--- src/hw/rtl/sha1_pkg.sv ---
`timescale 1ns / 1ps
// ----------------------------------------------------------------------------
// SHA-1 package
// Shared constants and the request type passed from front end to core.
// ----------------------------------------------------------------------------
package sha1_pkg;

    localparam logic [31:0] K0 = 32'h5A827999;
    localparam logic [31:0] K1 = 32'h6ED9EBA1;
    localparam logic [31:0] K2 = 32'h8F1BBCDC;
    localparam logic [31:0] K3 = 32'hCA62C1D6;

    localparam logic [31:0] H0_INIT = 32'h67452301;
    localparam logic [31:0] H1_INIT = 32'hEFCDAB89;
    localparam logic [31:0] H2_INIT = 32'h98BADCFE;
    localparam logic [31:0] H3_INIT = 32'h10325476;
    localparam logic [31:0] H4_INIT = 32'hC3D2E1F0;

    localparam logic [7:0] PAD_MARK = 8'h80;

    // one queued request: a byte and/or an end mark
    typedef struct packed {
        logic [7:0] msg_byte;
        logic       byte_present;
        logic       end_of_message;
    } t_req;

endpackage

--- src/hw/rtl/sha1_front.sv ---
`timescale 1ns / 1ps
// ----------------------------------------------------------------------------
// SHA-1 front queue
// Accepts input requests into a small FIFO that decouples the core.
// ----------------------------------------------------------------------------
module sha1_front
    import sha1_pkg::*;
#(
    parameter int DEPTH_LOG2 = 2
) (
    input  logic i_clk,
    input  logic i_rst_n,
    input  logic i_push,
    output logic o_full,
    input  t_req i_req,
    output logic o_req_valid,
    output t_req o_req,
    input  logic i_req_take
);
    localparam int DEPTH = 1 << DEPTH_LOG2;

    t_req                r_mem [DEPTH];
    logic [DEPTH_LOG2:0] r_wr, n_wr, r_rd, n_rd;
    logic                w_push, w_pop;

    assign o_full      = (r_wr - r_rd) == DEPTH_LOG2'(0) + (DEPTH_LOG2+1)'(DEPTH);
    assign o_req_valid = r_wr != r_rd;
    assign o_req       = r_mem[r_rd[DEPTH_LOG2-1:0]];
    assign w_push      = i_push && !o_full;
    assign w_pop       = i_req_take && o_req_valid;
    assign n_wr        = r_wr + (DEPTH_LOG2+1)'(w_push);
    assign n_rd        = r_rd + (DEPTH_LOG2+1)'(w_pop);

    // advance pointers
    always_ff @(posedge i_clk) begin
        if (!i_rst_n) begin
            r_wr <= '0;
            r_rd <= '0;
        end else begin
            r_wr <= n_wr;
            r_rd <= n_rd;
        end
    end

    // store request
    always_ff @(posedge i_clk) begin
        if (w_push) begin
            r_mem[r_wr[DEPTH_LOG2-1:0]] <= i_req;
        end
    end

    a_occ: assert property (@(posedge i_clk) disable iff (!i_rst_n)
        (r_wr - r_rd) <= (DEPTH_LOG2+1)'(DEPTH)) else $error("fifo overflow");
    a_nopop_empty: assert property (@(posedge i_clk) disable iff (!i_rst_n)
        !o_req_valid |=> r_rd == $past(r_rd)) else $error("pop from empty");
    a_full_hold: assert property (@(posedge i_clk) disable iff (!i_rst_n)
        (o_full && !w_pop) |=> r_wr == $past(r_wr)) else $error("push while full");
endmodule

--- src/hw/rtl/sha1_core.sv ---
`timescale 1ns / 1ps
// ----------------------------------------------------------------------------
// SHA-1 core
// Loads bytes, pads, runs 80 rounds per block and emits the digest words.
// ----------------------------------------------------------------------------
module sha1_core
    import sha1_pkg::*;
(
    input  logic        i_clk,
    input  logic        i_rst_n,
    input  logic        i_req_valid,
    input  t_req        i_req,
    output logic        o_req_take,
    output logic        o_empty,
    input  logic        i_pop,
    output logic [31:0] o_digest_word,
    output logic        o_digest_last
);
    localparam logic [2:0] ST_LOAD = 3'd0;
    localparam logic [2:0] ST_PAD  = 3'd1;
    localparam logic [2:0] ST_RND  = 3'd2;
    localparam logic [2:0] ST_FOLD = 3'd3;
    localparam logic [2:0] ST_OUT  = 3'd4;

    logic [2:0]  r_st;
    logic [31:0] r_blk [16];    // block words, later the schedule window
    logic [5:0]  r_fill;
    logic [63:0] r_len;
    logic [31:0] r_h [5];
    logic [31:0] r_a, r_b, r_c, r_d, r_e;
    logic [6:0]  r_t;
    logic        r_fin;          // padding pending after this block
    logic        r_two;          // second pad block still needed
    logic        r_lenb;         // current block carries the length
    logic [2:0]  r_oi;

    logic [31:0] w_w, w_f, w_k, w_tmp;
    logic [3:0]  w_slot;

    assign w_slot = r_t[3:0];

    // message schedule word
    always_comb begin
        if (r_t < 7'd16) begin
            w_w = r_blk[w_slot];
        end else begin
            w_w = r_blk[w_slot - 4'd3] ^ r_blk[w_slot - 4'd8] ^
                  r_blk[w_slot - 4'd14] ^ r_blk[w_slot];
            w_w = {w_w[30:0], w_w[31]};
        end
    end

    // round function select
    always_comb begin
        priority if (r_t < 7'd20) begin
            w_f = (r_b & r_c) | (~r_b & r_d);
            w_k = K0;
        end else if (r_t < 7'd40) begin
            w_f = r_b ^ r_c ^ r_d;
            w_k = K1;
        end else if (r_t < 7'd60) begin
            w_f = (r_b & r_c) | (r_b & r_d) | (r_c & r_d);
            w_k = K2;
        end else begin
            w_f = r_b ^ r_c ^ r_d;
            w_k = K3;
        end
    end

    assign w_tmp = {r_a[26:0], r_a[31:27]} + w_f + r_e + w_k + w_w;

    assign o_req_take    = (r_st == ST_LOAD) && i_req_valid;
    assign o_empty       = r_st != ST_OUT;
    assign o_digest_word = r_h[r_oi];
    assign o_digest_last = r_oi == 3'd4;

    // control sequence
    always_ff @(posedge i_clk) begin
        if (!i_rst_n) begin
            r_st   <= ST_LOAD;
            r_fill <= '0;
            r_len  <= '0;
            r_fin  <= 1'b0;
            r_two  <= 1'b0;
            r_lenb <= 1'b0;
            r_oi   <= '0;
            r_t    <= '0;
            r_h    <= '{H0_INIT, H1_INIT, H2_INIT, H3_INIT, H4_INIT};
        end else begin
            unique case (r_st)
                ST_LOAD: begin
                    if (i_req_valid) begin
                        if (i_req.byte_present) begin
                            r_fill <= r_fill + 6'd1;
                            r_len  <= r_len + 64'd8;
                        end
                        r_fin <= i_req.end_of_message;
                        if (i_req.byte_present && r_fill == 6'd63) begin
                            r_st   <= ST_RND;
                            r_t    <= '0;
                            r_lenb <= 1'b0;
                            r_a <= r_h[0]; r_b <= r_h[1]; r_c <= r_h[2];
                            r_d <= r_h[3]; r_e <= r_h[4];
                        end else if (i_req.end_of_message) begin
                            r_st <= ST_PAD;
                        end
                    end
                end
                ST_PAD: begin
                    // one block with marker; length fits only if fill <= 55
                    r_fin  <= 1'b0;
                    r_two  <= r_fill > 6'd55;
                    r_lenb <= r_fill <= 6'd55;
                    r_st   <= ST_RND;
                    r_t    <= '0;
                    r_a <= r_h[0]; r_b <= r_h[1]; r_c <= r_h[2];
                    r_d <= r_h[3]; r_e <= r_h[4];
                end
                ST_RND: begin
                    r_e <= r_d;
                    r_d <= r_c;
                    r_c <= {r_b[1:0], r_b[31:2]};
                    r_b <= r_a;
                    r_a <= w_tmp;
                    r_t <= r_t + 7'd1;
                    if (r_t == 7'd79) begin
                        r_st <= ST_FOLD;
                    end
                end
                ST_FOLD: begin
                    r_h[0] <= r_h[0] + r_a;
                    r_h[1] <= r_h[1] + r_b;
                    r_h[2] <= r_h[2] + r_c;
                    r_h[3] <= r_h[3] + r_d;
                    r_h[4] <= r_h[4] + r_e;
                    r_fill <= '0;
                    priority if (r_fin) begin
                        r_st <= ST_PAD;
                    end else if (r_two) begin
                        r_two  <= 1'b0;
                        r_lenb <= 1'b1;
                        r_st   <= ST_RND;
                        r_t    <= '0;
                        r_a <= r_h[0] + r_a; r_b <= r_h[1] + r_b;
                        r_c <= r_h[2] + r_c; r_d <= r_h[3] + r_d;
                        r_e <= r_h[4] + r_e;
                    end else if (r_lenb) begin
                        r_st <= ST_OUT;
                        r_oi <= '0;
                    end else begin
                        r_st <= ST_LOAD;
                    end
                end
                ST_OUT: begin
                    if (i_pop) begin
                        if (r_oi == 3'd4) begin
                            r_oi   <= '0;
                            r_st   <= ST_LOAD;
                            r_len  <= '0;
                            r_lenb <= 1'b0;
                            r_h    <= '{H0_INIT, H1_INIT, H2_INIT, H3_INIT, H4_INIT};
                        end else begin
                            r_oi <= r_oi + 3'd1;
                        end
                    end
                end
                default: r_st <= ST_LOAD;
            endcase
        end
    end

    // block words: byte load, padding, schedule update, second pad block
    always_ff @(posedge i_clk) begin
        if (r_st == ST_LOAD && i_req_valid && i_req.byte_present) begin
            unique case (r_fill[1:0])
                2'd0: r_blk[r_fill[5:2]][31:24] <= i_req.msg_byte;
                2'd1: r_blk[r_fill[5:2]][23:16] <= i_req.msg_byte;
                2'd2: r_blk[r_fill[5:2]][15:8]  <= i_req.msg_byte;
                default: r_blk[r_fill[5:2]][7:0] <= i_req.msg_byte;
            endcase
        end else if (r_st == ST_PAD) begin
            // marker at the fill point, then zeros, length in the last 8 bytes if it fits
            for (int i = 0; i < 16; i++) begin
                for (int j = 0; j < 4; j++) begin
                    if (6'(i * 4 + j) == r_fill) begin
                        r_blk[i][31-8*j -: 8] <= PAD_MARK;
                    end else if (i >= 14 && r_fill <= 6'd55) begin
                        r_blk[i][31-8*j -: 8] <= r_len[63-8*((i-14)*4+j) -: 8];
                    end else if (6'(i * 4 + j) > r_fill) begin
                        r_blk[i][31-8*j -: 8] <= 8'h00;
                    end
                end
            end
        end else if (r_st == ST_RND) begin
            r_blk[w_slot] <= w_w;
        end else if (r_st == ST_FOLD && r_two) begin
            for (int i = 0; i < 14; i++) begin
                r_blk[i] <= '0;
            end
            r_blk[14] <= r_len[63:32];
            r_blk[15] <= r_len[31:0];
        end
    end

    a_out_idx: assert property (@(posedge i_clk) disable iff (!i_rst_n)
        !o_empty |-> r_oi <= 3'd4) else $error("digest index out of range");
    a_no_take: assert property (@(posedge i_clk) disable iff (!i_rst_n)
        o_req_take |-> r_st == ST_LOAD) else $error("take outside load");
    a_rnd_end: assert property (@(posedge i_clk) disable iff (!i_rst_n)
        (r_st == ST_RND && r_t == 7'd79) |=> r_st == ST_FOLD) else $error("round count");
endmodule

--- src/hw/rtl/sha1_message_hasher.sv ---
`timescale 1ns / 1ps
// ----------------------------------------------------------------------------
// SHA-1 message hasher
// Byte-serial SHA-1 digest engine with queue-style channels.
// ----------------------------------------------------------------------------
// Input channel: raise push with msg_byte / byte_present / end_of_message;
// a request is taken on a clock edge where push is high and full is low.
// A four-entry queue holds requests while the core is busy compressing.
// Output channel: empty low shows the next digest word (H0 first);
// pop takes it. o_digest_last marks the fifth word.
// A byte is written straight into the block words; each full block runs 80
// rounds in one shared round unit, then a fold. An end request adds a
// padding step and one or two blocks, then the five words appear.
// The core takes no bytes while compressing; the round unit limits the rate.
// Reset (i_rst_n low, synchronous) empties the queue and loads the initial
// hash. While the receiver does not pop, the core holds the digest and
// stops taking requests; the queue keeps filling until full.
// ----------------------------------------------------------------------------
module sha1_message_hasher
    import sha1_pkg::*;
#(
    parameter int QUEUE_LOG2 = 2
) (
    input  logic        i_clk,
    input  logic        i_rst_n,
    input  logic        push,
    output logic        full,
    input  logic [7:0]  i_msg_byte,
    input  logic        i_byte_present,
    input  logic        i_end_of_message,
    output logic        empty,
    input  logic        pop,
    output logic [31:0] o_digest_word,
    output logic        o_digest_last
);
    t_req w_in, w_req;
    logic w_valid, w_take;

    assign w_in = '{msg_byte: i_msg_byte, byte_present: i_byte_present,
                    end_of_message: i_end_of_message};

    sha1_front #(.DEPTH_LOG2(QUEUE_LOG2)) u_front (
        .i_clk, .i_rst_n, .i_push(push), .o_full(full), .i_req(w_in),
        .o_req_valid(w_valid), .o_req(w_req), .i_req_take(w_take));

    sha1_core u_core (
        .i_clk, .i_rst_n, .i_req_valid(w_valid), .i_req(w_req),
        .o_req_take(w_take), .o_empty(empty), .i_pop(pop),
        .o_digest_word, .o_digest_last);
endmodule
--- config.mk ---
export PLATFORM = sky130hd
export DESIGN_NAME = sha1_message_hasher
export DESIGN_NICKNAME = d
export VERILOG_FILES = /design/src/hw/rtl/sha1_pkg.sv /design/src/hw/rtl/sha1_front.sv /design/src/hw/rtl/sha1_core.sv /design/src/hw/rtl/sha1_message_hasher.sv
export SDC_FILE = /design/constraint.sdc
export NUM_CORES = 2
export LEC_CHECK = 0
export BUFFER_PORTS_ARGS = -buffer_cell sky130_fd_sc_hd__buf_2
export CAP_MARGIN = 30
export CORE_MARGIN = 1
export CORE_UTILIZATION = 45
export DETAILED_ROUTE_END_ITERATION = 16
export HOLD_SLACK_MARGIN = 0.12
export PLACE_DENSITY = 0.71
export SYNTH_ARGS = -nofsm -noshare
export SYNTH_HDL_FRONTEND = slang
export SYNTH_SLANG_ARGS = --single-unit
--- constraint.sdc ---
create_clock -name i_clk -period 8.97 [get_ports i_clk]
set_input_delay 0.4485 -clock i_clk [delete_from_list [all_inputs] [get_ports i_clk]]
set_output_delay 0.4485 -clock i_clk [all_outputs]
set_load 0.1 [all_outputs]
---- Word-level counts from Yosys, hierarchy flattened ----
Memory sizes are Yosys's and may differ from the RTL's. A register that Yosys moved wholly into a read port is not among the register bits.
Cells that the tools add are included.
storage, ports and cells
  memories ................................ 2
  input bits .............................. 14
  output and inout port bits .............. 35
  RAM bits ................................ 552
  bits in registers ....................... 412
cells by class
  bitwise gates (word level) .............. 150
  order comparisons ....................... 71
  equality and inequality tests ........... 86
  add/subtract/negate cells ............... 19
  muxes and demuxes ....................... 863
  reductions and logical operators ........ 30
memory list
  name           depth  width  rd ports  clocked after memory_dff  wr ports  RTL line          source
  u_core.r_blk   16     32     4         1                         16        sha1_core.sv:26   logic [31:0] r_blk [16];
  u_front.r_mem  4      10     1         1                         1         sha1_front.sv:22  t_req r_mem [DEPTH];
operators by type and width
  kind                                                                             count
  8-bit 2-to-1 mux                                                                 136
  32-bit 2-to-1 mux                                                                30
  1-bit 2-to-1 mux                                                                 648
  32-bit case mux with 4 select lines                                              5
  160-bit 2-to-1 mux                                                               2
  160-bit case mux with 2 select lines                                             1
  32-bit adder                                                                     9
  64-bit 2-to-1 mux                                                                4
  6-bit == test (first input constant)                                             32
  6-bit greater-than comparator (first input constant)                             32
  32-bit bitwise XOR                                                               5
  1-bit OR                                                                         136
  32-bit AND                                                                       4
  64-bit case mux with 2 select lines                                              1
  32-bit binary-select mux with 3-bit select                                       1
  5-bit by 6-bit == test with 1-bit output (first input constant)                  16
  5-bit by 6-bit greater-than comparator with 1-bit output (first input constant)  16
  32-bit OR                                                                        3
  64-bit by 4-bit adder with 64-bit output (second input constant)                 1
  32-bit OR reduction                                                              2
  4-bit by 6-bit == test with 1-bit output (first input constant)                  8
  4-bit by 6-bit greater-than comparator with 1-bit output (first input constant)  8
  3-bit 2-to-1 mux                                                                 14
  32-bit inverter                                                                  1
  55 further kinds                                                                 104

---- Logic depth before layout (Yosys ltp) ----
  word-level depth ........................ 11
  depth in mapped cells ................... 34
  gate-level depth less buffers ........... 26

---- Modules after synthesis ----
A second synthesis with hierarchy kept.
unflattened totals
  cell total of the unflattened synthesis .. 6,601
  area total of the unflattened synthesis .. 68,111.6 um2
by module, submodules not included
  module      sequential area each (um2)  times used  cells each  area an instance (um2)
  sha1_core   21,150.3                    1           6,512       66,302.3
  sha1_front  1,321.3                     1           89          1,809.2

---- Worst setup path before layout ----
OpenSTA, ideal clock, no wires.
  path type ............................... flip-flop to flip-flop
  start point ............................. reg u_core.r_t[2]
  end point ............................... reg u_core.r_a[31], data pin
  path slack .............................. 1,240 ps
  required time ........................... 8,709 ps
  clock period less this slack ............ 7,730 ps
  cell stages (with the launch flop) ...... 32
  arrival ................................. 7,470 ps
  library setup time ...................... 261 ps
  cells stage by stage .................... dfxtp_1 > buf_4 > buf_4 > buf_4 > buf_4 > buf_4 > buf_4 > inv_1 > ha_1 > clkbuf_1 > clkbuf_1 > mux4_2 > xor2_1 > xnor2_1 > o21ai_1 > fa_1 > inv_1 > fa_1 > fa_1 > inv_1 > ha_1 > fa_1 > a21oi_1 > nor2_1 > and4b_1 > o31ai_1 > a31oi_1 > o21ai_0 > a2111oi_0 > nor3_1 > xnor2_1 > a221o_1
between the ends
  cells in the longest elaborated chain, start to end .. 9
  elaborated cells on any way between the ends .. 23
  those cells by class .................... add/sub: 7; order compare: 4; mux: 8; bitwise: 3; memory: 1
ends and longest elaborated chain
  what                                           RTL line          source
  start: declaration                             sha1_core.sv:31   logic [6:0] r_t;
  start signal: assignment                       sha1_core.sv:125  r_t <= r_t + 7'd1;
  7-bit by 6-bit < comparator with 1-bit output  sha1_core.sv:61   end else if (r_t < 7'd60) begin
  32-bit 2-to-1 mux                              sha1_core.sv:61
  32-bit 2-to-1 mux                              sha1_core.sv:58   end else if (r_t < 7'd40) begin
  32-bit 2-to-1 mux                              sha1_core.sv:55   priority if (r_t < 7'd20) begin
  32-bit adder (3 in series)                     sha1_core.sv:70   assign w_tmp = {r_a[26:0], r_a[31:27]} + w_f + r_e + w_k + w_w;
  32-bit adder (*)                               sha1_core.sv:70
  32-bit case mux with 4 select lines (*)        sha1_core.sv:90   unique case (r_st)
  end signal: assignment                         sha1_core.sv:102  r_a <= r_h[0]; r_b <= r_h[1]; r_c <= r_h[2];
  end signal: assignment                         sha1_core.sv:116  r_a <= r_h[0]; r_b <= r_h[1]; r_c <= r_h[2];
  end signal: assignment                         sha1_core.sv:124  r_a <= w_tmp;
  end: declaration                               sha1_core.sv:30   logic [31:0] r_a, r_b, r_c, r_d, r_e;
Every way passes the cells marked *; elsewhere a longest branch is shown, timed or not.
A chain may end at the register's enable or synchronous reset.

---- Final worst setup path ----
  start point ............................. reg u_core.r_t[1]
  end point ............................... reg u_core.r_a[31], data pin
The elaborated chain is that of the path after synthesis.

==> key figures <==
Route
  • Drt pass-1 iters: 9
  • Residual DRC: 0
  • Final Routed Wirelength: between 200000 and 250000 µm
  • Routed Antenna Nets: 0
  • Via-to-Cell Ratio: 6.76
  • Violation count after the first detailed-route iteration: ~8300
  • Wire per inst: 27.8 µm
  • DR vias: between 50000 and 60000

Critical path
  • Crit start category: flip-flop
  • WP data arrival: ~9000 ps
  • CP cell instances: ha_1, xor2_4, buf_4, mux4_2, xor2_1, xnor2_1, o21ai_1, fa_1, inv_1, fa_1, fa_1, inv_1, ha_1, fa_1, a21oi_1, nor2_1, and4b_1, o31ai_1, a31oi_1, o21ai_0, a2111oi_0, nor3_1, xnor2_1, a221o_1
  • Critical Path RT: ~9500 ps
  • Crit end category: flip-flop
  • CP dominant cell by count: fa_1
  • Setup slack, reg-to-reg: between 400 and 500 ps
  • Worst Path Max Fanout: 24
  • Crit Path Class: flip-flop to flip-flop
  • Worst reg2reg path depth: 24
  • R2r startpoint: u_core.r_t[1]$_SDFFE_PN0P_
  • Critical R2R Capture: u_core.r_a[31]$_DFFE_PP_
  • Critical-path top delay cell: xor2_4
  • CP max stage delay: 680 ps

Synth
  • Ys async rst share: 0%
  • Yosys cell types: 88
  • Seq/Total Area, Yosys: 32.8%
  • Post-Syn Nets: 6978
  • Yosys warns: 0
  • EDFF count, synth: 315
  • Syn_area_per_cell: 10.3 µm²
  • Area leader, netlist: mux4_2
  • Yosys top cell area share: 21.3%
  • Area contributors post-synth: mux4_2 (21%), dfxtp_1 (19%), edfxtp_1 (14%)
  • Syn Std Cell Area: 68500 µm²
  • Ys flop type: dfxtp_1
  • Yosys reg bits: between 900 and 1000
  • Syn Inst Count: 6631

Job
  • Max Cap Viol: 0

Timing
  • Worst hold slack: 193 ps
  • Setup violators final: 0
  • Relative slew slack: 21.0%
  • Max-slew violation count: 0
  • F_max: 117 MHz
  • RSZ-0062 raised after global routing: false
  • Least-Margin Pin Slew: 1190 ps
  • Fin. Hold Viols: 0
  • Setup ws final: around 460 ps
  • Fin crit share: between 90% and 100%
  • TNS Setup: 0 ps
  • Minimum clock period: 8510 ps
  • Max Clock Skew: 42.4 ps

Placed design
  • Place WS: 747 ps
  • Dpl cells: 8382
  • Detail Placement HPWL: 162000 µm
  • Buffers added on ports: 48
  • Gpl congestion: roughly 1.0

Power
  • Leak: approximately 26 nW
  • PwrDens: 264 nW/µm²
  • VDD IR max: 0.255 mV

Finish
  • Final net count: 6835
  • Non-filler instance count after layout: 8598
  • Post-layout util: 49.5%
  • Layout cells sized above 1: about 17%
  • P&R area growth vs syn: 8.67%

Hold path
  • Hold path cells: 3
  • Min-delay src: pop
  • Hold Path Class: input pin to flip-flop
  • WHS Endpoint: u_core.r_st[2]$_SDFFE_PN0P_

Global route
  • Grt total ovfl: 0
  • Global Route Usage Sum: between 30% and 40%
  • Vias in the first global route: 55500
  • Largest net degree at the start of global routing: 161
  • First-pass GRT wire length: 354000 µm
  • Initial antenna violation count: 12

Die
  • Die ar.: 154000 µm²
  • Core area: 150000 µm²
  • Row count: roughly 140
  • Initial Utilization: 45.5%
  • Die Y: a little under 400 µm
  • Chip width: 392 µm
  • # IOs: 49

Clock tree
  • Clock root buffer: clkbuf_16
  • CTS tree: done
  • Clock-pin transition on the worst setup and hold timing paths: 60 ps
  • CTS buffer count: ~110
  • H-tree Lvls: 3
  • Cts repair resizes: 0
  • Worst-Skew Late Latency: 770 ps
  • Clock sink count: just under 1000
  • Max clock buf depth: 3

Status
  • Status: finished, final reports clean
-- worst max-delay path by stage --
stage / startpoint / end / slack (ps) / cells past startpoint
6_report: u_core.r_t[1]$_SDFFE_PN0P_ / u_core.r_a[31]$_DFFE_PP_ / 460 / 24
5_1_grt: u_core.r_t[1]$_SDFFE_PN0P_ / u_core.r_a[31]$_DFFE_PP_ / 250 / 24
4_1_cts: u_core.r_t[1]$_SDFFE_PN0P_ / u_core.r_a[31]$_DFFE_PP_ / 710 / 24
3_5_place_dp: u_core.r_t[1]$_SDFFE_PN0P_ / u_core.r_a[31]$_DFFE_PP_ / 750 / 24
3_3_place_gp: u_core.r_t[1]$_SDFFE_PN0P_ / u_core.r_a[31]$_DFFE_PP_ / 700 / 24
2_1_floorplan: u_core.r_t[2]$_SDFFE_PN0P_ / u_core.r_a[31]$_DFFE_PP_ / 1240 / 31
-- cell usage in the layout (no fill, tap or decap), drive strengths merged, types with 16 or more instances in the layout --
| master | synthesis | layout |
|---|---|---|
| a22oi | 50 | 50 |
| nand3 | 206 | 206 |
| a21oi | 298 | 298 |
| mux2i | 210 | 210 |
| nand4 | 28 | 28 |
| fa | 124 | 124 |
| nor3 | 41 | 41 |
| buf | 174 | 203 |
| a211oi | 195 | 195 |
| and3 | 33 | 33 |
| o22a | 43 | 43 |
| clkinv | 0 | 26 |
| mux4 | 648 | 648 |
| a21boi | 22 | 22 |
| xor2 | 146 | 146 |
| a21o | 67 | 67 |
| xnor2 | 165 | 165 |
| o211ai | 16 | 16 |
| a31oi | 32 | 32 |
| clkbuf | 292 | 153 |
| o21a | 29 | 29 |
| o221ai | 19 | 19 |
| and2 | 38 | 38 |
| ha | 209 | 209 |
| edfxtp | 315 | 315 |
| a22o | 16 | 16 |
| nor2 | 466 | 466 |
| nor2b | 79 | 79 |
| o21bai | 29 | 29 |
| o21ai | 607 | 607 |
| or2 | 37 | 37 |
| nand2b | 38 | 38 |
| dfxtp | 650 | 650 |
| or3 | 37 | 37 |
| o221a | 19 | 19 |
| o22ai | 122 | 122 |
| nor3b | 20 | 20 |
| inv | 242 | 251 |
| nand2 | 715 | 715 |
-- layout make-up --
type / count / area (µm²)
clock inverters: 49 / 542
multi-input cells: 4958 / 43200
well taps: 2016 / 2520
fillers: 13500 / 76000
repair buffers: 215 / 1700
inverters: 242 / 908
flip-flops and latches: 965 / 22500
clock buffers: 152 / 3110
diodes: 1 / 2.50
-- what timing repair did --
item / CTS / global route
hold buffers: 11 / 0
buffers inserted: 0 / 0
endpoints found under the hold margin: 51 / 0
-- registers in the layout, summed over array words and instances, names as in the netlist, 6 cells and up, named ones only --
signal and cells:
u_core.r_t 7, u_core.r_d 32, u_core.r_a 32, u_core.r_len 61
u_core.r_h 160, u_front.r_mem 40, u_core.r_c 32, u_core.r_b 32
u_core.r_blk 512, u_core.r_e 32, u_core.r_fill 6
-- synth_stat cells, types with 29 or more instances --
| master | instances |
|---|---|
| nand2_1 | 715 |
| dfxtp_1 | 650 |
| mux4_2 | 648 |
| o21ai_0 | 558 |
| nor2_1 | 464 |
| edfxtp_1 | 315 |
| clkbuf_1 | 288 |
| a21oi_1 | 285 |
| inv_1 | 242 |
| mux2i_1 | 210 |
| ha_1 | 209 |
| nand3_1 | 206 |
| a211oi_1 | 195 |
| xnor2_1 | 165 |
| xor2_1 | 145 |
| fa_1 | 124 |
| o22ai_1 | 121 |
| buf_2 | 84 |
| nor2b_1 | 79 |
| a21o_1 | 67 |
| a22oi_1 | 50 |
| o21ai_1 | 49 |
| o22a_1 | 43 |
| buf_1 | 40 |
| nor3_1 | 40 |
| nand2b_1 | 38 |
| or3_1 | 37 |
| and2_1 | 36 |
| or2_2 | 36 |
| and3_1 | 33 |
| buf_4 | 33 |
| a31oi_1 | 32 |
| o21bai_1 | 29 |
-- logic make-up (layout without fill, tap and decap cells) --
family	Yosys count	after routing	synth area share, %
AND/OR/NAND/NOR	1785	1785	11.7
AO/OA/AOI/OAI	1668	1668	15.2
flip-flops	965	965	32.8
multiplexers	861	861	24.4
buffers and inverters	708	658	4.41
adder cells (fa/ha/maj)	333	333	7.44
XOR/XNOR	311	311	3.99
other	0	1	0
-- layer usage --
layer	up-vias	track usage, %	routed length (µm)
met5	-	0	88
met4	14	16.6	14600
met3	811	9.95	32100
met2	4069	45.9	105000
met1	28400	39.0	87100
li1	24800	-	-
-- worst max-delay path, delay by kind of cell, from the launching register on --
family	cells	cell delay (ps)
mux	1	510
simple gates	3	530
fa+ha+maj	6	2440
compound gates	7	2380
buf+inv	3	400
flops	1	630
xor+xnor	4	1310
-- report_power, final --
group	total, mW	internal (mW)	switching (mW)	leakage [nW]
clock network	4.63	2.63	1.99	1.77
registers	5.60	5.10	0.499	8.06
logic	9.42	3.41	6.01	16.5
-- through the flow --
step	power, mW	cell area (µm²)
floorplan	12.0	68500
global route	20.5	74400
finish	19.6	74400
CTS	19.4	74400
detailed placement	14.8	70700
global placement	14.6	70500
(Power assumes the default switching activity.)
